## src/sv/vftf_pend_mem.sv

```systemverilog
// pending frame memory, one write port and one registered read port
// depends on nothing but its parameters
`default_nettype none
module vftf_pend_mem #(
   parameter int DEPTH = 22,
   parameter int WIDTH = 178
) (
   input  wire                       clock,
   input  wire                       wr_en,
   input  wire [$clog2(DEPTH)-1:0]   wr_addr,
   input  wire [WIDTH-1:0]           wr_data,
   input  wire                       rd_en,
   input  wire [$clog2(DEPTH)-1:0]   rd_addr,
   output logic [WIDTH-1:0]          rd_data
);
   logic [WIDTH-1:0] mem [DEPTH];

   always_ff @(posedge clock) begin
      if (wr_en) begin
         mem[wr_addr] <= wr_data;
      end
      if (rd_en) begin
         rd_data <= mem[rd_addr];
      end
   end
endmodule
`default_nettype wire

```

## config.mk

```make
export PLATFORM = sky130hd
export DESIGN_NAME = vftf_pend_mem
export DESIGN_NICKNAME = d
export VERILOG_FILES = /design/src/sv/vftf_pend_mem.sv
export SDC_FILE = /design/constraint.sdc
export NUM_CORES = 2
export LEC_CHECK = 0
export ABC_AREA = 0
export BUFFER_PORTS_ARGS = -buffer_cell sky130_fd_sc_hd__buf_4
export CORE_ASPECT_RATIO = 1.75
export CORE_UTILIZATION = 30
export DETAILED_ROUTE_END_ITERATION = 16
export HOLD_SLACK_MARGIN = 0.15
export SLEW_MARGIN = 20
export SYNTH_ARGS = -nofsm -noshare
export SYNTH_HDL_FRONTEND = slang
export SYNTH_SLANG_ARGS = --single-unit
```

## constraint.sdc

```tcl
create_clock -name clock -period 27.9 [get_ports clock]
set_clock_uncertainty 0.05 [all_clocks]
set_input_delay 5.58 -clock clock [delete_from_list [all_inputs] [get_ports clock]]
set_output_delay 5.58 -clock clock [all_outputs]
set_load 0.01 [all_outputs]
```

==> flow_summary.json <==
{
  "drtAntennaViolNets": 0,
  "htreeDepth": 5,
  "synth.distinct_cells": 31,
  "clock_latency_ns": 1.03,
  "first_pass_iters": 5,
  "p_per_area_nw_per_um2": 71.95,
  "drt-wirelength-per-cell_um": 29.41,
  "setup_violations": 0,
  "rsz0062_at_grt": "false",
  "cts-root-buf": "clkbuf_16",
  "track_usage": 0.1644,
  "ys_warn_count": 0,
  "yosysSeqAreaShare": 0.7957,
  "dp_hpwl_mm": 223.1,
  "cts_sinks": 4094,
  "synth.ff_latch_count": 4094,
  "cts_buffers": 367,
  "grt_pass1_wl_mm": 600.7,
  "layout_common_cells": "edfxtp_1, mux2i_1, mux4_2",
  "die-area_um2": 518000,
  "avgSynthCellArea_um2": 21.63,
  "drive_gt1_frac": 0.2194,
  "top_layer": "met5",
  "switching_power_mw": 2.772,
  "via_per_inst": 5.099,
  "fin_crit_sh": 0.3920,
  "synth_top_cell_by_area": "edfxtp_1",
  "post_cts_resized": 0,
  "holdCritPathClass": "register to register",
  "finalHoldViolations": 0,
  "end_kind": "register",
  "totalWireLength_mm": 435.2,
  "p_int_mw": 10.02,
  "ys_top_cells_by_area": "edfxtp_1, mux4_2, mux2i_1",
  "grt_pass1_vias": 77330,
  "setup_tns_ns": 0,
  "synthCells": 7141,
  "crit_fanout": 106,
  "fmax_mhz": 91.43,
  "num_vias": 75460,
  "netlist.area_leader.share": 0.7957,
  "status": "finished clean",
  "wl_met3_mm": 27.33,
  "fp.dieW_um": 544.5,
  "grt_antenna_before_repair": 98,
  "routed-wl-met2_mm": 217.8,
  "max_cap_viol_count": 0,
  "pre_cts_ws_ns": 15.88,
  "syn-cell-area_um2": 154500,
  "synth_nets": 7332,
  "cts_tree": "yes",
  "drv_slew": 0,
  "io_buffer_count": 368,
  "syn_to_final_growth_pct": 15.09,
  "swShare": 0.2166,
  "drcViolationCount": 0,
  "max-clock-path-buffers": 4,
  "fin_util": 0.3467,
  "start_kind": "input pin",
  "maxSlewHeadroom": 0.1977,
  "final_nets": 7839,
  "p_clk_frac": 0.412,
  "core_area_um2": 512900,
  "row_count": 348,
  "power.static_leakage_nw": 56.63,
  "comb_power_share": 0.049,
  "grt_overflow_total": 0,
  "worstPathArrival_ns": 11.58,
  "tightestPinTransition_ns": 1.203,
  "cts.clk_slew.worst_paths_ns": 0.07,
  "mostFrequentLayoutCell": "edfxtp_1",
  "wl_met1_mm": 175.7,
  "min_period_ns": 10.94,
  "peakVddDrop_mv": 0.05566,
  "setup_slack_ns": 16.96,
  "drt-initial-drc-count": 7718,
  "start_util": 0.3012,
  "place_congestion": 0.7292,
  "path_class": "input pin to register",
  "io_pins": 369,
  "hold_buffers": 0,
  "p_seq_frac": 0.540,
  "required_ns": 28.54,
  "die-height_um": 951.3,
  "grt_max_degree": 137,
  "cts_setup_buffers": 0
}
-- synth_stat cells (all sizes together) --
cell	n
edfxtp	4094
nand3	1
o22ai	223
nand2b	3
nor2	25
mux4	556
a21oi	122
mux2i	891
mux2	45
or2	1
nor2b	13
a22oi	289
nand3b	4
or3b	3
o21ai	133
and2	1
a211oi	144
o31a	45
clkbuf	130
buf	280
nand2	136
or3	2
-- worst max-delay path, stage by stage --
cell and delay, ns:
buf_16 0.37, buf_4 0.80, buf_4 0.91, buf_4 0.85
buf_4 0.88, buf_4 0.68, mux4_2 0.60, mux2i_1 0.15
a22oi_1 0.11, o31a_1 0.16
-- path summary, 6_finish.rpt --
| kind | from | endpoint | slack [ns] | cells past startpoint |
|---|---|---|---|---|
| setup / recovery | rd_addr[0] | rd_data[168] | 16.96 | 10 |
| hold / removal | mem[14][161] | rd_data[161] | 0.65 | 3 |
| setup reg to reg | mem[14][92] | rd_data[92] | 25.85 | 4 |
| hold reg to reg | mem[14][161] | rd_data[161] | 0.65 | 3 |
-- area by class of cell --
cell class | count | area, µm²
sequential | 4094 | 122900
timing repair buffer | 548 | 4501
tap | 6825 | 8539
clock inverter | 252 | 3037
antenna | 27 | 67.56
fill | 47560 | 335100
clock buffer | 415 | 9407
multi-input combinational | 2637 | 29320
-- power by group through the flow --
| stage | Clock [mW] | Combinational (mW) | Sequential [mW] |
|---|---|---|---|
| 2_1_floorplan | 0 | 0.330 | 7.04 |
| 3_3_place_gp | 0 | 0.619 | 7.03 |
| 3_5_place_dp | 0 | 0.633 | 7.04 |
| 4_1_cts | 5.37 | 0.634 | 6.91 |
| 5_1_grt | 5.57 | 0.666 | 6.91 |
| 6_report | 5.27 | 0.623 | 6.90 |
-- metal layers --
metal  up-vias  track usage
li1      30940            -
met1     41020       0.2111
met2      2758       0.2820
met3       683      0.02634
met4        54      0.05443
met5         -            0
-- per-stage QoR --
stage	total power [mW]	instances	cell area (µm²)	hold slack (ns)
after floorplan	7.372	7141	154500	0.6228
after global placement	7.653	14100	165300	0.6649
after detailed placement	7.672	14100	165300	0.6753
after CTS	12.91	14770	177700	0.6479
after global routing	13.14	14780	177800	0.6959
final	12.79	14800	177800	0.6509
-- registers in the layout, summed over array words and instances, names as in the netlist --
signal   flops
mem       3916
rd_data    178
-- cells by family (layout without fill, tap and decap cells) --
family / after synthesis / in the layout / synth area share
buf+inv: 410 / 1215 / 0.01609
mux: 1492 / 1492 / 0.1421
simple gates: 189 / 189 / 0.005151
flops: 4094 / 4094 / 0.7957
compound gates: 956 / 956 / 0.04095
other cells: 0 / 27 / 0
No activity file was read; power rests on OpenSTA's default activity.
