### src/sv/vftf_div.sv
// iterative restoring divider, one quotient bit per cycle, truncates toward zero
// depends on nothing but its parameters
`default_nettype none
module vftf_div #(
   parameter int DVD_W = 49,
   parameter int DVR_W = 5
) (
   input  wire                     clock,
   input  wire                     reset,
   input  wire                     start,
   input  wire signed [DVD_W-1:0]  dividend,
   input  wire [DVR_W-1:0]         divisor,
   output logic                    done,
   output logic signed [DVD_W-1:0] quotient
);
   localparam int CNT_W = $clog2(DVD_W + 1);

   logic               busy_ff, busy_in, done_ff, done_in, neg_ff, neg_in;
   logic [CNT_W-1:0]   cnt_ff, cnt_in;
   logic [DVD_W-1:0]   quo_ff, quo_in;
   logic [DVR_W-1:0]   rem_ff, rem_in;
   logic [DVR_W:0]     trial;
   logic               ge;

   always_comb begin
      busy_in = busy_ff;
      done_in = 1'b0;
      neg_in  = neg_ff;
      cnt_in  = cnt_ff;
      quo_in  = quo_ff;
      rem_in  = rem_ff;
      trial   = {rem_ff, quo_ff[DVD_W-1]};
      ge      = trial >= {1'b0, divisor};
      if (start) begin
         busy_in = 1'b1;
         neg_in  = dividend[DVD_W-1];
         quo_in  = dividend[DVD_W-1] ? DVD_W'(-dividend) : DVD_W'(dividend);
         rem_in  = '0;
         cnt_in  = '0;
      end else if (busy_ff) begin
         rem_in = ge ? DVR_W'(trial - {1'b0, divisor}) : trial[DVR_W-1:0];
         quo_in = {quo_ff[DVD_W-2:0], ge};
         cnt_in = cnt_ff + 1'b1;
         if (cnt_ff == CNT_W'(DVD_W - 1)) begin
            busy_in = 1'b0;
            done_in = 1'b1;
         end
      end
   end

   always_ff @(posedge clock) begin
      if (reset) begin
         busy_ff <= 1'b0;
         done_ff <= 1'b0;
      end else begin
         busy_ff <= busy_in;
         done_ff <= done_in;
      end
      neg_ff <= neg_in;
      cnt_ff <= cnt_in;
      quo_ff <= quo_in;
      rem_ff <= rem_in;
   end

   assign done     = done_ff;
   assign quotient = neg_ff ? -$signed(quo_ff) : $signed(quo_ff);
endmodule
`default_nettype wire

### config.mk
export PLATFORM = sky130hd
export DESIGN_NAME = vftf_div
export DESIGN_NICKNAME = d
export VERILOG_FILES = /design/src/sv/vftf_div.sv
export SDC_FILE = /design/constraint.sdc
export NUM_CORES = 1
export LEC_CHECK = 0
export BUFFER_PORTS_ARGS = -buffer_cell sky130_fd_sc_hd__buf_2
export CAP_MARGIN = 20
export CORE_ASPECT_RATIO = 0.7
export CORE_MARGIN = 1.5
export CORE_UTILIZATION = 40
export DETAILED_ROUTE_END_ITERATION = 8
export GPL_TIMING_DRIVEN = 0
export HOLD_SLACK_MARGIN = 0.12
export SYNTH_ARGS = -nofsm -noshare
export SYNTH_HDL_FRONTEND = slang
export SYNTH_SLANG_ARGS = --single-unit
### constraint.sdc
create_clock -name clock -period 5.6 [get_ports clock]
set_input_delay 0.28 -clock clock [delete_from_list [all_inputs] [get_ports clock]]
set_output_delay 0.28 -clock clock [all_outputs]
set_load 0.05 [all_outputs]
==> flow_results.org <==
** Critical path
- CP arrival :: 3600 ps
- Element type at the critical path end :: output pin
- At the worst endpoint, the required time is 5320 ps.
- The worst setup path is launched from a flop.
- Of all nets on the critical path, the largest fanout is 7.
- The worst setup path is of the reg -> out kind.

** Timing
- Worst relative slew slack :: 32.8%
- Between clock sinks in the finished design, the worst skew comes to between 9 and 10 ps.
- Derived from the worst setup path, the maximum achievable clock frequency is 258 MHz.
- Dividing the final minimum period by the clock period gives between 60 and 70%.
- Setup repair after global routing left no endpoint under its margin.
- Setup tns final :: 0 ps
- Final Slew Violations :: 0
- Setup violations remaining at the end of the flow were counted as 0.
- The number of hold violations in the final report came to 0.
- For the pin with the worst max-slew slack, the measured transition is roughly 1000 ps.
- The worst path meets setup with 1720 ps of slack.
- Shortest clock period the worst path allows after layout :: 3880 ps

** Finish
- The repair_antennas step left the layout with diodes totalling 0.
- Of the cells placed in the final design, the portion with a size suffix greater than 1 is 20.7%.
- Signed area change from the synthesized netlist to the final layout :: 20.2%
- For this run, the share of the core covered by cells in the final layout is between 40% and 50%.
- After filler insertion, the fill cell instance count of the layout stands at 1215.
- Final Net Count :: 757
- With fillers left out, the area of the finished cells amounts to 6090 µm².

** Clocking
- Worst skew pair latency :: 330 ps
- Post-CTS timing repair inserted 0 buffers for setup.
- In this run the deepest clock path goes through 2 buffers.
- CTS tree :: done
- # H-tree levels :: 3
- Clock tree synthesis selected as its root buffer the cell sky130_fd_sc_hd__clkbuf_16.
- After clock tree synthesis, the clock-pin slew on the worst setup and hold paths is roughly 60 ps.
- CTS saw 63 sinks.
- Counting the buffers created by CTS gives 9.

** Route
- Highest routed layer :: met4
- Vias/cell :: 5.87
- Met1 Routed Length :: 7670 µm
- The routed design uses 1440 µm of met3 wire.
- In the detailed route, the total length drawn on met2 is ~6700 µm.
- In the final routed layout, each cell accounts on average for roughly 19 µm.
- Number of nets with antenna violations after detailed routing :: 0
- DRC marker count from the first detailed-route iteration :: 442
- Vias after detailed routing :: 5028
- After detailed routing, the total wire length is 16200 µm.
- The first detailed-routing pass took 5 iterations.
- Post-detailed-route DRC marker count :: 0

** Placed design
- At the end of routability-driven placement, the weighted congestion stood at 0.910.
- Placement-stage worst setup slack :: 2150 ps
- Count of buffers inserted at the top-level ports :: 106
- DP HPWL :: 12400 µm
- Placed inst area :: 5820 µm²

** Synthesis
- Synthesized flop and latch total :: 63
- Number of flops mapped to enable cells by yosys :: 50
- After Yosys synthesis, full adders, half adders and majority gates account for 2.62% of the synthesized area.
- Fraction of synthesized area in multiplexers :: 1.21%
- Count of mapped cells out of synthesis :: between 500 and 600
- Most common cell in the netlist :: sky130_fd_sc_hd__nor2_1
- Share of the synthesized area in compound gates (AO/OA/AOI/OAI) :: 20.6%
- The top cell type by area accounts for 29.6% of the synthesized area.
- A synthesized cell averages 8.89 µm².
- For this run, asynchronously set or reset flops after synthesis account for 0%.
- After Yosys synthesis, XOR and XNOR cells account for roughly 16% of the synthesized area.
- After synthesis, the netlist uses 52 different library cells.
- After synthesis, the largest family of logic cells by area is simple AND/OR/NAND/NOR gates.
- For this run, the register share of the synthesized area comes to 34.8%.
- For this run, the number of Yosys warnings is 0.
- Simple logic cell fraction of the synthesized area :: a little over a fifth
- Leading area contributor after synthesis :: sky130_fd_sc_hd__edfxtp_1
- When the netlist entered floorplanning its net count stood at 637.
- In this run the cell area of the synthesized design comes to 5070 µm².
- For this run, the leading register cell type out of synthesis is sky130_fd_sc_hd__edfxtp_1.
- Dominant cells by area after synthesis :: sky130_fd_sc_hd__edfxtp_1, sky130_fd_sc_hd__xnor2_1, sky130_fd_sc_hd__xor2_1
- Top cell types by occurrence after synthesis :: sky130_fd_sc_hd__nor2_1, sky130_fd_sc_hd__xnor2_1, sky130_fd_sc_hd__edfxtp_1, sky130_fd_sc_hd__a21oi_1, sky130_fd_sc_hd__xor2_1

** Global routing
- Entering global routing, the biggest net connects 35 pins.
- Via count of the first global-routing pass :: 4738
- For this run the aggregate overflow at the end of global routing stands at 0.
- Across every metal layer, demand over resource in global routing totals roughly a quarter.
- Number of antenna violations at the first check in global routing :: 0
- Wire length of the first global-routing pass :: 25100 µm

** Min path
- The path class of the tightest hold or removal check is in -> reg.

** Die
- In this run the horizontal extent of the chip is 138 µm.
- Die footprint :: 13400 µm²
- Core Area :: 12400 µm²
- Starting Density :: 40.9%
- Number of placed I/O pins :: 107
- Die Y-Extent :: 97.2 µm
- Placement Rows :: 34

** Run status
- The flow ran to the end, and the final reports show no timing, DRC or antenna violations.

** Pwr
- Leak pwr :: about 2.2 nW
- In this run the power density over the cells is a little under 300 nW/µm².
- Total power of the final layout :: 1.76 mW
- Max VDD drop :: 155 µV

** Run
- Across the run, the number of max-cap violations was 0.
## flip-flops by register name, indices dropped and copies added, names as in the netlist
signal / flops
busy_ff: 1
cnt_ff: 6
done: 1
neg_ff: 1
quo_ff: 49
rem_ff: 5
## layout make-up
type | instances | area (µm²) | area share (%)
Buffer | 30 | 124 | 2.03
Clock buffer | 10 | 229 | 3.76
Clock inverter | 6 | 27.5 | 0.452
Inverter | 20 | 75.1 | 1.23
Multi-Input combinational cell | 457 | 3110 | 51.0
Sequential cell | 63 | 1760 | 28.9
Tap cell | 162 | 203 | 3.33
Timing Repair Buffer | 109 | 566 | 9.29
## path summary, 6_finish.rpt
path                           from                     end  slack [ps]  depth (start not counted)
max             quo_ff[9]$_DFFE_PP_            quotient[38]        1720                          6
min                    dividend[48]        neg_ff$_DFFE_PP_         170                          1
max reg2reg    quo_ff[48]$_DFFE_PP_  rem_ff[0]$_SDFFE_PP0P_        2630                          9
min reg2reg  cnt_ff[5]$_SDFFE_PP0P_         done$_SDFF_PP0_         510                          2
## power breakdown
part	switching (mW)	total [mW]	internal, mW
registers	0.0598	0.628	0.568
clock network	0.205	0.498	0.293
logic	0.448	0.635	0.187
## cells in the final DEF (no fill, tap or decap), drive strengths merged, types with 3 or more instances in the layout
| cell type | instances |
|---|---|
| a2111o | 3 |
| a211oi | 3 |
| a21oi | 45 |
| a31oi | 6 |
| buf | 114 |
| clkbuf | 34 |
| clkinv | 6 |
| dfxtp | 13 |
| edfxtp | 50 |
| ha | 9 |
| inv | 20 |
| mux2i | 5 |
| nand2 | 26 |
| nand2b | 4 |
| nand3 | 15 |
| nand3b | 3 |
| nand4 | 17 |
| nand4b | 3 |
| nor2 | 61 |
| nor2b | 8 |
| nor3 | 14 |
| nor4 | 11 |
| nor4b | 3 |
| o21ai | 26 |
| o31ai | 25 |
| o41ai | 28 |
| or2 | 7 |
| or3 | 18 |
| or4 | 8 |
| xnor2 | 54 |
| xor2 | 38 |
## critical path, stage by stage (launching register included)
cell and delay (ps):
sky130_fd_sc_hd__edfxtp_1 430, sky130_fd_sc_hd__or4_4 590, sky130_fd_sc_hd__nor4_1 770, sky130_fd_sc_hd__nand4_1 520
sky130_fd_sc_hd__o41ai_1 490, sky130_fd_sc_hd__xnor2_1 180, sky130_fd_sc_hd__buf_2 290
## routing by layer
layer  GRT usage, %  vias up
li1               -     2387
met1           36.6     2359
met2           34.4      247
met3           4.90       35
met4           10.3        0
met5              0        -
## what timing repair did
item,CTS,global route
hold endpoints to repair,1,0
hold buffers,1,0
resized for setup,0,0
## logic make-up (layout without fill, tap and decap cells)
group / after synthesis / in the layout
buffers and inverters: 50 / 175
multiplexers: 6 / 6
flip-flops: 63 / 63
AO/OA/AOI/OAI: 148 / 148
XOR/XNOR: 92 / 92
adder cells (fa/ha/maj): 10 / 10
AND/OR/NAND/NOR: 201 / 201
## stage by stage
stage,hold slack [ps],cells
global placement,460,838
detailed placement,463,839
global route,180,857
floorplan,352,570
CTS,163,856
finish,170,857
Note: power is estimated with default switching activity, not from simulation.
