## config.mk

```make
export PLATFORM = sky130hd
export DESIGN_NAME = vftf_rsp_stage
export DESIGN_NICKNAME = d
export VERILOG_FILES = /design/src/sv/vftf_pkg.sv /design/src/sv/vftf_rsp_stage.sv
export SDC_FILE = /design/constraint.sdc
export NUM_CORES = 1
export LEC_CHECK = 0
export BUFFER_PORTS_ARGS = -buffer_cell sky130_fd_sc_hd__buf_2
export CAP_MARGIN = 20
export CORE_AREA = 2 2 171 173
export CTS_BUF_LIST = sky130_fd_sc_hd__clkbuf_2 sky130_fd_sc_hd__clkbuf_4 sky130_fd_sc_hd__clkbuf_8
export DETAILED_ROUTE_END_ITERATION = 10
export DIE_AREA = 0 0 173 175
export GPL_TIMING_DRIVEN = 0
export PLACE_DENSITY = 0.8
export SYNTH_ARGS = -nofsm -noshare
export SYNTH_HDL_FRONTEND = slang
export SYNTH_SLANG_ARGS = --single-unit
```

## constraint.sdc

```tcl
create_clock -name clock -period 21 [get_ports clock]
set_input_delay 4.2 -clock clock [delete_from_list [all_inputs] [get_ports clock]]
set_output_delay 4.2 -clock clock [all_outputs]
set_load 0.01 [all_outputs]
```

## src/sv/vftf_pkg.sv

```systemverilog
// package for the video frame timestamp fixer
// holds widths, codes, record types and a saturation helper; no dependencies
`default_nettype none
package vftf_pkg;

   localparam int TS_W               = 48;
   localparam int TAG_W              = 32;
   localparam int DIFF_W             = TS_W + 1;
   localparam int REQ_TDATA_W        = 216;
   localparam int RSP_TDATA_W        = 216;
   localparam int MAX_RESULTS        = 32;
   localparam int HISTORY_DEF        = 5;
   localparam int MAX_DISCARD_DEF    = 16;
   localparam int CONFIG_DEPTH_DEF   = 4;
   localparam logic [31:0] DEFAULT_DURATION = 32'd40000;

   localparam logic [1:0] REQ_FRAME  = 2'd0;
   localparam logic [1:0] REQ_CONFIG = 2'd1;
   localparam logic [1:0] REQ_FLUSH  = 2'd2;

   localparam logic [1:0] KIND_FRAME    = 2'd0;
   localparam logic [1:0] KIND_ANNOUNCE = 2'd1;
   localparam logic [1:0] KIND_NO_TS    = 2'd2;
   localparam logic [1:0] KIND_CFG_FULL = 2'd3;

   localparam logic signed [TS_W-1:0] MAX_TS = {1'b0, {(TS_W-1){1'b1}}};

   typedef struct packed {
      logic [TAG_W-1:0]       tag;
      logic signed [TS_W-1:0] pts;
      logic signed [TS_W-1:0] dts;
      logic signed [TS_W-1:0] dur;
      logic                   dur_ok;
      logic                   key;
   } pend_type;

   typedef struct packed {
      logic [1:0]             kind;
      logic [TAG_W-1:0]       frame_tag;
      logic [TAG_W-1:0]       cfg_tag;
      logic signed [TS_W-1:0] pts;
      logic signed [TS_W-1:0] dts;
      logic signed [TS_W-1:0] dur;
      logic                   key;
   } rsp_type;

   // clamp a non-negative difference to the 48 bit range
   function automatic logic signed [TS_W-1:0] sat_ts(input logic signed [DIFF_W-1:0] v);
      if (v > {MAX_TS[TS_W-1], MAX_TS}) return MAX_TS;
      return v[TS_W-1:0];
   endfunction

endpackage
`default_nettype wire

```

## src/sv/vftf_rsp_stage.sv

```systemverilog
// result staging: holds the newest item until the next one shows whether it is last
// depends on vftf_pkg
`default_nettype none
module vftf_rsp_stage (
   input  wire                                 clock,
   input  wire                                 reset,
   input  wire                                 put_valid,
   input  vftf_pkg::rsp_type                   put_rec,
   output logic                                put_ready,
   input  wire                                 finish,
   output logic                                finish_done,
   output logic                                rsp_tvalid,
   input  wire                                 rsp_tready,
   output logic [vftf_pkg::RSP_TDATA_W-1:0]    rsp_tdata,  // frame_tag, out_config_tag, out_pts, out_dts, out_duration, out_key_frame
   output logic [1:0]                          rsp_tuser,  // out_kind
   output logic                                rsp_tlast
);
   logic              hold_valid_ff, hold_valid_in, out_valid_ff, out_valid_in;
   logic              out_last_ff, out_last_in;
   vftf_pkg::rsp_type hold_ff, hold_in, out_ff, out_in;
   logic              out_free;

   assign out_free    = !out_valid_ff || rsp_tready;
   assign put_ready   = !hold_valid_ff || out_free;
   assign finish_done = !hold_valid_ff || out_free;

   always_comb begin
      hold_valid_in = hold_valid_ff;
      hold_in       = hold_ff;
      out_valid_in  = out_valid_ff && !rsp_tready;
      out_in        = out_ff;
      out_last_in   = out_last_ff;
      if (put_valid && put_ready) begin
         if (hold_valid_ff) begin
            out_in       = hold_ff;
            out_last_in  = 1'b0;
            out_valid_in = 1'b1;
         end
         hold_in       = put_rec;
         hold_valid_in = 1'b1;
      end else if (finish && hold_valid_ff && out_free) begin
         out_in        = hold_ff;
         out_last_in   = 1'b1;
         out_valid_in  = 1'b1;
         hold_valid_in = 1'b0;
      end
   end

   always_ff @(posedge clock) begin
      if (reset) begin
         hold_valid_ff <= 1'b0;
         out_valid_ff  <= 1'b0;
      end else begin
         hold_valid_ff <= hold_valid_in;
         out_valid_ff  <= out_valid_in;
      end
      hold_ff     <= hold_in;
      out_ff      <= out_in;
      out_last_ff <= out_last_in;
   end

   assign rsp_tvalid = out_valid_ff;
   assign rsp_tuser  = out_ff.kind;
   assign rsp_tlast  = out_last_ff;
   assign rsp_tdata  = {7'd0, out_ff.key, out_ff.dur, out_ff.dts, out_ff.pts,
                        out_ff.cfg_tag, out_ff.frame_tag};
endmodule
`default_nettype wire

```

==> summary.md <==
| Metric | Value |
|---|---|
| Total GRT Usage | `16.2%` |
| Pin count of the biggest net entering global routing | `66` |
| Gr ovfl total | `0` |
| Pre-antenna DRT Iters | `4` |
| Worst hold path type | `reg -> reg` |
| Commonest non-fill, non-tap cell in the layout | `buf_2` |
| Simple-gate area share of the yosys netlist | `0.330%` |
| Net Sw Frac | `20.0%` |
| CTS tree | `done` |
| Setup Total Neg Slack | `0 ns` |
| Post-Synth XOR/XNOR Area | `0%` |
| CP Launch Type | `input port` |
| Slew Limit Headroom | `45.9%` |
| Crit-path cells | `buf_2 -> nand3b_1 -> buf_4 -> buf_2` |
| Clock power frac | `39.2%` |
| Vias in the first global route | `6530` |
| Hold-fix buffers, CTS | `0` |
| Final Hold Vio Count | `0` |
| Slew @ Worst Pin | `0.809 ns` |
| Max-slew violations | `0` |
| Total chip power | `0.00176 W` |
| Slowest cell on the critical path | `nand3b_1` |
| Critical Path Sink | `put_ready` |
| Routed WL | `24800 um` |
| Crit. End Element | `output pin` |
| GP Congestion | `0.789` |
| Worst Skew | `0.0288 ns` |
| Max cap viols | `0` |
| Setup crit start | `rsp_tready` |
| Post-CTS Repair Setup Buffers | `0` |
| CP Max Fanout | `4` |
| Vias | `6136` |
| Synth Area in Compound Gates | `0.194%` |
| Most frequent cells in the layout | `430 x buf_2, 423 x edfxtp_1, 71 x clkbuf_8, 23 x clkbuf_4, 10 x clkinv_1` |
| Combinational power share | `4.3%` |
| H-Tree Depth | `3` |
| Die area | `30300 um2` |
| Worst VDD drop | `0.0676 mV` |
| Drt wl/cell | `17.8 um` |
| Post-synth cell types | `14` |
| Sw Pwr | `0.000353 W` |
| First-pass GRT wire length | `36700 um` |
| Initial core utilization | `45.4%` |
| Bufs on Longest Clock Path | `3` |
| Synthesized area | `12900 um2` |
| Kind of critical path | `in -> out` |
| Int Pwr | `0.00141 W` |
| Post-synthesis sequential area ratio | `99.0%` |
| Num ports | `438` |
| Post-DP HPWL | `17200 um` |
| Seq cells post-synth | `425` |
| Nets | `1175` |
| Initial antenna violation count | `8` |
| Arrival time of the worst setup path | `4.85 ns` |
| Crit path top cell by count | `buf_2` |
| Die height | `175 um` |
| DRT iter0 DRCs | `315` |
| Die width | `173 um` |
| CTS buffer count | `68` |
| Post-synthesis mux area share | `0%` |
| Sequential Power Share | `56.5%` |
| Synth top area share | `98.6%` |
| Share of cells above drive strength 1 | `55.5%` |
| Lkg Pwr | `6.63 nW` |
| Area growth syn-to-layout | `32.8%` |
| Worst Reg-to-Reg Cells | `6` |
| Min Tclk post-route | `9.05 ns` |
| Core ar. | `28400 um2` |
| Crit Reg-Reg Startpoint | `hold_valid_ff$_SDFFE_PP0P_` |
| Critical Path Max Stage Delay | `0.23 ns` |
| Pwr dens | `103 nW/um2` |
| Synth Area in Adders | `0%` |
| RR Endpoint | `rsp_tdata[168]$_DFFE_PP_` |
| Syn. warnings | `0` |
| Syn_area_per_cell | `29.0 um2` |
| Via density | `4.40` |
| Status | `finished, final reports clean` |
| Synthesized instance count | `444` |
| Largest family of logic cells by synthesized area | `buffers and inverters` |
| Largest area contributor in the netlist | `edfxtp_1` |
| Top post-synthesis cells by area | `edfxtp_1 99%, buf_4 0.47%, dfxtp_1 0.31%, a311oi_2 0.12%, nand2b_4 0.11%` |
| Crit share post-route | `43.1%` |
| DRC | `0` |
| I/O Buffers | `430` |
| Clock Latency Late Sink | `0.56 ns` |
| CP required | `16.80 ns` |
| Flop-to-flop setup slack | `18.36 ns` |
| Setup violators final | `0` |
| CTS root buf | `clkbuf_8` |
| Highest clock rate | `0.111 GHz` |
| Clock sink total | `425` |
| PostCTS Resize Cnt | `0` |
| # rows | `62` |
| Antenna Nets Post-Route | `0` |
| RSZ-0062 raised after global routing | `false` |
| Worst-path clk slew | `0.06 ns` |
-- worst max-delay path: cells and delay by family --
family / cells / cell delay [ns]
buffers and inverters: 3 / 0.42
and+or+nand+nor: 1 / 0.23
-- routing by layer --
layer | track usage, % | vias to the layer above | wire length (um)
li1 | - | 2836 | -
met1 | 17.8 | 2903 | 8930
met2 | 27.2 | 335 | 12400
met3 | 7.59 | 60 | 2760
met4 | 6.99 | 2 | 693
met5 | 0 | - | 13
-- synth_stat cells --
cell and n:
dfxtp_1 2, and2_2 1, conb_1 1, a21oi_1 1
o21ai_0 1, nand2_1 1, edfxtp_1 423, nor2b_1 1
nand2b_4 1, nor2_1 1, nand3b_1 1, inv_1 1
a311oi_2 1, buf_4 8
-- logic make-up after synthesis --
kind of cell | Yosys count
AOI/OAI and AO/OA | 3
buffers and inverters | 9
DFF | 425
other | 1
and+or+nand+nor | 6
-- registers in the layout, indices dropped and copies added (netlist names) --
signal	flops
hold_ff	211
hold_valid_ff	1
rsp_tdata	209
rsp_tlast	1
rsp_tuser	2
rsp_tvalid	1
-- power by group through the flow --
stage	Clock (W)	Sequential, W	Combinational [W]
after CTS	0.000713	0.000997	0.0000778
final	0.000690	0.000996	0.0000762
after detailed placement	0	0.00101	0.0000775
after global placement	0	0.00103	0.0000690
after global routing	0.000753	0.00100	0.0000825
after floorplan	0	0.00103	0.0000156
-- through the flow --
| step | utilization (%) | hold WS (ns) | instances | setup WS [ns] | area [um2] |
|---|---|---|---|---|---|
| 3_3_place_gp | 54.7 | 0.400 | 1264 | 2.78 | 15500 |
| 4_1_cts | 60.2 | 0.398 | 1390 | 11.95 | 17100 |
| 5_1_grt | 60.2 | 0.411 | 1392 | 11.93 | 17100 |
| 6_report | 60.2 | 0.396 | 1396 | 11.95 | 17100 |
| 2_1_floorplan | - | 0.400 | 450 | 6.53 | 12900 |
| 3_5_place_dp | 55.5 | 0.405 | 1273 | 11.97 | 15700 |
-- how the worst min path moves through the flow --
| stage | start | to | slack, ns | cells past startpoint |
|---|---|---|---|---|
| floorplan | hold_ff[177]$_DFFE_PP_ | rsp_tdata[0]$_DFFE_PP_ | 0.40 | 0 |
| global placement | hold_ff[23]$_DFFE_PP_ | rsp_tdata[182]$_DFFE_PP_ | 0.40 | 0 |
| detailed placement | hold_ff[133]$_DFFE_PP_ | rsp_tdata[100]$_DFFE_PP_ | 0.40 | 0 |
| CTS | hold_ff[191]$_DFFE_PP_ | rsp_tdata[14]$_DFFE_PP_ | 0.40 | 0 |
| global route | hold_ff[3]$_DFFE_PP_ | rsp_tdata[162]$_DFFE_PP_ | 0.41 | 0 |
| finish | hold_ff[191]$_DFFE_PP_ | rsp_tdata[14]$_DFFE_PP_ | 0.40 | 0 |
-- cell type report --
type | instances | area (um2)
timing repair buffer | 439 | 2350
clock inverter | 23 | 196
clock buffer | 94 | 1150
multi-input combinational | 16 | 103
fill | 2039 | 11300
inverter | 1 | 3.75
antenna | 6 | 15.0
sequential | 425 | 12700
tap | 384 | 480
buffer | 8 | 60.1
(Power assumes the default switching activity.)
